<file path="src/hdl/nch_pkg.sv">
// Shared types and constants for the normalized clip histogram unit.
// No dependencies; every other file in hdl/ but nch_ram imports this package.
package nch_pkg;

   localparam int HIST_BINS       = 256;
   localparam int HIST_COUNT_BITS = 32;

   localparam int REG_BITS       = 32;
   localparam int CSR_INDEX_BITS = 1;
   localparam int FRAC_BITS      = 16;
   localparam int HEIGHT_BITS    = FRAC_BITS + 1;
   localparam int DIV_STEPS      = FRAC_BITS;
   localparam int STEP_BITS      = $clog2(DIV_STEPS);

   localparam logic [CSR_INDEX_BITS-1:0] CSR_CLIP_BEGIN = 1'd0;
   localparam logic [CSR_INDEX_BITS-1:0] CSR_BIN_SCALE  = 1'd1;

   localparam logic [REG_BITS-1:0]    SCALE_RESET = 32'h0001_0000;
   localparam logic [HEIGHT_BITS-1:0] HEIGHT_ONE  = 17'h1_0000;

   localparam logic [1:0] OP_ADD   = 2'd0;
   localparam logic [1:0] OP_READ  = 2'd1;
   localparam logic [1:0] OP_CLEAR = 2'd2;

   typedef struct packed {
      logic [1:0]         op;
      logic signed [31:0] sample;
      logic [7:0]         bin_select;
   } req_payload_type;

   typedef struct packed {
      logic [31:0]            bin_count;
      logic [31:0]            peak_count;
      logic [HEIGHT_BITS-1:0] height;
   } rsp_payload_type;

   // controller -> datapath
   typedef struct packed {
      logic load_req;
      logic calc_diff;
      logic calc_mul;
      logic calc_bin;
      logic rd_sel;
      logic upd_bin;
      logic load_count;
      logic div_step;
      logic load_rsp;
      logic clear_step;
   } ctl_cmd_type;

   // datapath -> controller
   typedef struct packed {
      logic clear_last;
      logic div_last;
   } ctl_sts_type;

endpackage

</file>
<file path="src/hdl/nch_ctrl.sv">
// Controller: sequences sample, read and clear operations over the datapath,
// owns the input stall and the result valid. Depends on nch_pkg.
module nch_ctrl (
   input  logic                 clock,
   input  logic                 reset,
   input  logic                 req_valid,
   input  logic [1:0]           req_op,
   output logic                 req_stall,
   output logic                 rsp_valid,
   input  logic                 rsp_stall,
   input  nch_pkg::ctl_sts_type sts,
   output nch_pkg::ctl_cmd_type cmd
);
   import nch_pkg::*;

   typedef enum logic [3:0] {
      S_SWEEP,
      S_IDLE,
      S_DIFF,
      S_MUL,
      S_BIN,
      S_RDBIN,
      S_UPD,
      S_RDSEL,
      S_LOAD,
      S_DIV,
      S_DONE
   } state_type;

   state_type state_ff, state_in;
   logic      rsp_valid_ff, rsp_valid_in;
   logic      rsp_held;

   assign rsp_held  = rsp_valid_ff && rsp_stall;
   assign req_stall = state_ff != S_IDLE;
   assign rsp_valid = rsp_valid_ff;

   always_comb begin
      cmd          = '0;
      state_in     = state_ff;
      rsp_valid_in = rsp_held;
      case (state_ff)
         S_SWEEP: begin
            cmd.clear_step = 1'b1;
            if (sts.clear_last) begin
               state_in = S_IDLE;
            end
         end
         S_IDLE: begin
            if (req_valid) begin
               cmd.load_req = 1'b1;
               case (req_op)
                  OP_ADD:   state_in = S_DIFF;
                  OP_READ:  state_in = S_RDSEL;
                  OP_CLEAR: state_in = S_SWEEP;
                  default:  state_in = S_IDLE;
               endcase
            end
         end
         S_DIFF: begin
            cmd.calc_diff = 1'b1;
            state_in      = S_MUL;
         end
         S_MUL: begin
            cmd.calc_mul = 1'b1;
            state_in     = S_BIN;
         end
         S_BIN: begin
            cmd.calc_bin = 1'b1;
            state_in     = S_RDBIN;
         end
         S_RDBIN: begin
            state_in = S_UPD;
         end
         S_UPD: begin
            cmd.upd_bin = 1'b1;
            state_in    = S_IDLE;
         end
         S_RDSEL: begin
            cmd.rd_sel = 1'b1;
            state_in   = S_LOAD;
         end
         S_LOAD: begin
            cmd.load_count = 1'b1;
            state_in       = S_DIV;
         end
         S_DIV: begin
            cmd.div_step = 1'b1;
            if (sts.div_last) begin
               state_in = S_DONE;
            end
         end
         S_DONE: begin
            // hold until the previous result has been taken
            if (!rsp_held) begin
               cmd.load_rsp = 1'b1;
               rsp_valid_in = 1'b1;
               state_in     = S_IDLE;
            end
         end
         default: state_in = S_IDLE;
      endcase
   end

   always_ff @(posedge clock) begin
      if (reset) begin
         state_ff     <= S_SWEEP;
         rsp_valid_ff <= 1'b0;
      end else begin
         state_ff     <= state_in;
         rsp_valid_ff <= rsp_valid_in;
      end
   end

   a_no_rsp_overwrite: assert property (@(posedge clock) disable iff (reset)
      cmd.load_rsp |-> !(rsp_valid_ff && rsp_stall))
      else $error("result register reloaded while a result was stalled");

   a_sweep_exit: assert property (@(posedge clock) disable iff (reset)
      (state_ff == S_SWEEP && sts.clear_last) |=> state_ff == S_IDLE)
      else $error("clear sweep did not return to idle");

   a_div_length: assert property (@(posedge clock) disable iff (reset)
      (state_ff == S_LOAD) |=> (state_ff == S_DIV && !sts.div_last))
      else $error("divider step counter not at zero when division starts");

   a_rsp_source: assert property (@(posedge clock) disable iff (reset)
      $rose(rsp_valid_ff) |-> $past(state_ff) == S_DONE)
      else $error("result valid raised outside the finish step");

endmodule

</file>
<file path="config.mk">
export PLATFORM = sky130hd
export DESIGN_NAME = nch_ctrl
export DESIGN_NICKNAME = d
export VERILOG_FILES = /design/src/hdl/nch_pkg.sv /design/src/hdl/nch_ctrl.sv
export SDC_FILE = /design/constraint.sdc
export NUM_CORES = 1
export LEC_CHECK = 0
export BUFFER_PORTS_ARGS = -buffer_cell sky130_fd_sc_hd__buf_4
export CELL_PAD_IN_SITES_DETAIL_PLACEMENT = 0
export CELL_PAD_IN_SITES_GLOBAL_PLACEMENT = 1
export CORE_MARGIN = 8
export CORE_UTILIZATION = 29
export CTS_BUF_LIST = sky130_fd_sc_hd__clkbuf_8 sky130_fd_sc_hd__clkbuf_16
export DETAILED_ROUTE_END_ITERATION = 10
export PLACE_DENSITY_LB_ADDON = 0.1
export SLEW_MARGIN = 40
export SYNTH_ARGS = -nofsm -noshare
export SYNTH_HDL_FRONTEND = slang
export SYNTH_SLANG_ARGS = --single-unit
</file>
<file path="constraint.sdc">
create_clock -name clock -period 1.5 [get_ports clock]
set_input_delay 0.15 -clock clock [delete_from_list [all_inputs] [get_ports clock]]
set_output_delay 0.15 -clock clock [all_outputs]
set_load 0.01 [all_outputs]
</file>
==> out/metrics.cfg <==
[status]
status = finished, final reports clean

[timing]
fin_crit_sh_pct = 94.61
fin_tns_setup_ns = 0
tightest_slew_ns = 0.2980
fmax_ghz = 0.7047
max_slew_margin_pct = 79.98
setup_viol = 0
setup_slack_ns = 0.08091
rsz0062_at_grt = false
hold_slack_ns = 0.1236
finalClockSkew_ns = 0.001180
hold_viol = 0
fin_crit_ns = 1.419
drv_slew = 0

[logic_synthesis]
synth_warnings = 0
yosys.area.top_type = dfxtp_1
synthTopCellsByArea = dfxtp_1, nand2b_1, nor3_1
ys_ff_latch = 5
synth_top_area_share_pct = 22.86
synth.distinct_cells = 29
syn-cell-area_um2 = 437.9
synthCells = 59
yosysSeqAreaShare_pct = 22.86
synth_nets = 67
avgSynthCellArea_um2 = 7.422

[critical_path]
critPathCaptureType = primary output
crit_type = flip-flop to primary output
worst-path-stages = 3
worstPathArrival_ns = 1.27
cp_num_buf_inv = 1
path_max_fanout = 13
path_delay_family = simple AND/OR/NAND/NOR gates
critPathMaxStageDelay_ns = 0.43
cp_cell_sequence = or3_4 > nor2_2 > buf_4
cp.required_ns = 1.35
slowest_stage = or3_4
cp-start-kind = flip-flop
worstRegToRegCells = 4

[pwr]
peakVddDrop_uv = 383.4
power.density_mw_per_mm2 = 769.4
p_int_uw = 369.7
power.leakage_nw = 0.2852
p_clk_share_pct = 48.0
power_frac_comb_pct = 21.1
p_sw_share_pct = 24.54
p_seq_share_pct = 31.0
p_sw_uw = 120.3

[detailed_routing]
drc_errors = 0
drtAntennaViolNets = 0
first_iter_violations = 3
num_vias = 490
wl_per_cell_um = 13.42
drt-vias-per-instance = 5.104
firstDrtPassIters = 3
drt_wl_total_um = 1288

[cts]
postCtsSetupBuffers = 0
clkTransAtPathRegs_ns = 0.04
cts_tree = built
cts-buffers-inserted = 3
cts_sinks = 5
h-tree-depth = 1
clock_latency_ns = 0.21
clockBufferDepth = 2
holdBufCountCts = 0
root_buffer = clkbuf_8

[floorplan]
io_pins = 20
initial_core_util_pct = 30.12
die_y_um = 54.86
dieArea_mm2 = 0.003010
fp-row-count = 14
core_mm2 = 0.001454
die_x_um = 54.86

[grt]
grt_pass1_vias = 521
grt_antenna_before_repair = 0
grt_max_degree = 14
overflow = 0
grt_pass1_wl_um = 2132
track_usage_pct = 9.297

[cells_and_area]
final_common_cell = buf_4
drive_gt1_share_pct = 41.25
mostFrequentLayoutCells = buf_4, nand2_1, nor2_1, nand2b_1, nor3_1
nNetsFinal = 89
nFillCells = 165
fin_area_um2 = 636.9
antenna_cells = 0
multi_input_comb_area_um2 = 297.8
area_growth_syn_to_layout_pct = 45.43
regArea_um2 = 105.1

[placed_design]
numPortBuffers = 19
place_ws_ns = 0.05233
gp_congestion = 0.7415
place.detailed.hpwl_um = 1028
post_dp_cell_area_um2 = 584.3

[flow_run]
maxCapViolations = 0

[min_path]
hold_path.class = primary input to flip-flop
hold_path_depth = 2

cell families (layout without fill, tap and decap cells):
| kind of cell | after synthesis | after routing | synth area share, % |
|---|---|---|---|
| compound gates | 16 | 16 | 26.86 |
| buf+inv | 7 | 28 | 9.712 |
| flops | 5 | 5 | 22.86 |
| mux | 1 | 1 | 2.571 |
| simple gates | 30 | 30 | 38.00 |
registers in the layout, indices dropped and copies added (netlist names):
name	count
rsp_valid	1
state_ff	4
power by group through the flow:
| stage | clock, mW | combinational, mW | sequential (mW) |
|---|---|---|---|
| floorplan | 0 | 0.0649 | 0.144 |
| global placement | 0 | 0.103 | 0.153 |
| detailed placement | 0 | 0.103 | 0.153 |
| CTS | 0.240 | 0.103 | 0.151 |
| global route | 0.259 | 0.114 | 0.153 |
| finish | 0.235 | 0.103 | 0.152 |
repair_timing:
action / in CTS / in global routing
resized for setup: 0 / 5
endpoints found under the hold margin: 0 / 0
endpoints found under the setup margin: 0 / 8
worst register-to-register path: stages (launching register included):
cell	delay, ns
dfxtp_2	0.43
nand4bb_1	0.22
o22ai_2	0.10
nor3_1	0.29
o2111a_1	0.22
cell type report:
| type | instances | area share [%] |
|---|---|---|
| multi-input cells | 47 | 46.76 |
| repair buffers | 21 | 24.75 |
| flip-flops and latches | 5 | 16.50 |
| clock buffers | 3 | 6.483 |
| well taps | 16 | 3.143 |
| inverters | 3 | 1.768 |
| clock inverters | 1 | 0.5894 |
cell usage after synthesis (all sizes together):
library cell,n
nand2,6
nor2,6
dfxtp,5
nand2b,5
nor3,5
a21oi,4
buf,4
inv,3
o21ai,3
nor2b,2
or3,2
a211oi,1
a21boi,1
a311oi,1
a31o,1
a31oi,1
and2b,1
and3,1
mux2,1
nand3b,1
nand4bb,1
o2111a,1
o21a,1
o22ai,1
o31ai,1
metrics by stage:
| step | total power, mW | instances | utilization (%) |
|---|---|---|---|
| floorplan | 0.2091 | 59 | - |
| global placement | 0.2562 | 92 | 40.19 |
| detailed placement | 0.2558 | 92 | 40.19 |
| CTS | 0.4946 | 96 | 43.29 |
| global route | 0.5257 | 96 | 43.80 |
| finish | 0.4900 | 96 | 43.80 |
layer usage:
| layer | global-route usage (%) | share of wire [%] | vias up |
|---|---|---|---|
| met5 | 0 | 0 | - |
| met1 | 11.31 | 46 | 221 |
| met2 | 14.72 | 45 | 15 |
| li1 | - | - | 254 |
| met4 | 3.689 | 0 | 0 |
| met3 | 2.989 | 9.2 | 0 |
worst paths after layout:
path               startpoint     endpoint  slack, ns
setup / recovery  state_ff[1]       cmd[0]       0.08
hold / removal          reset  state_ff[0]       0.12
setup reg to reg  state_ff[1]  state_ff[2]       0.18
hold reg to reg     rsp_valid    rsp_valid       0.52
Power figures use the tool's default switching activity.
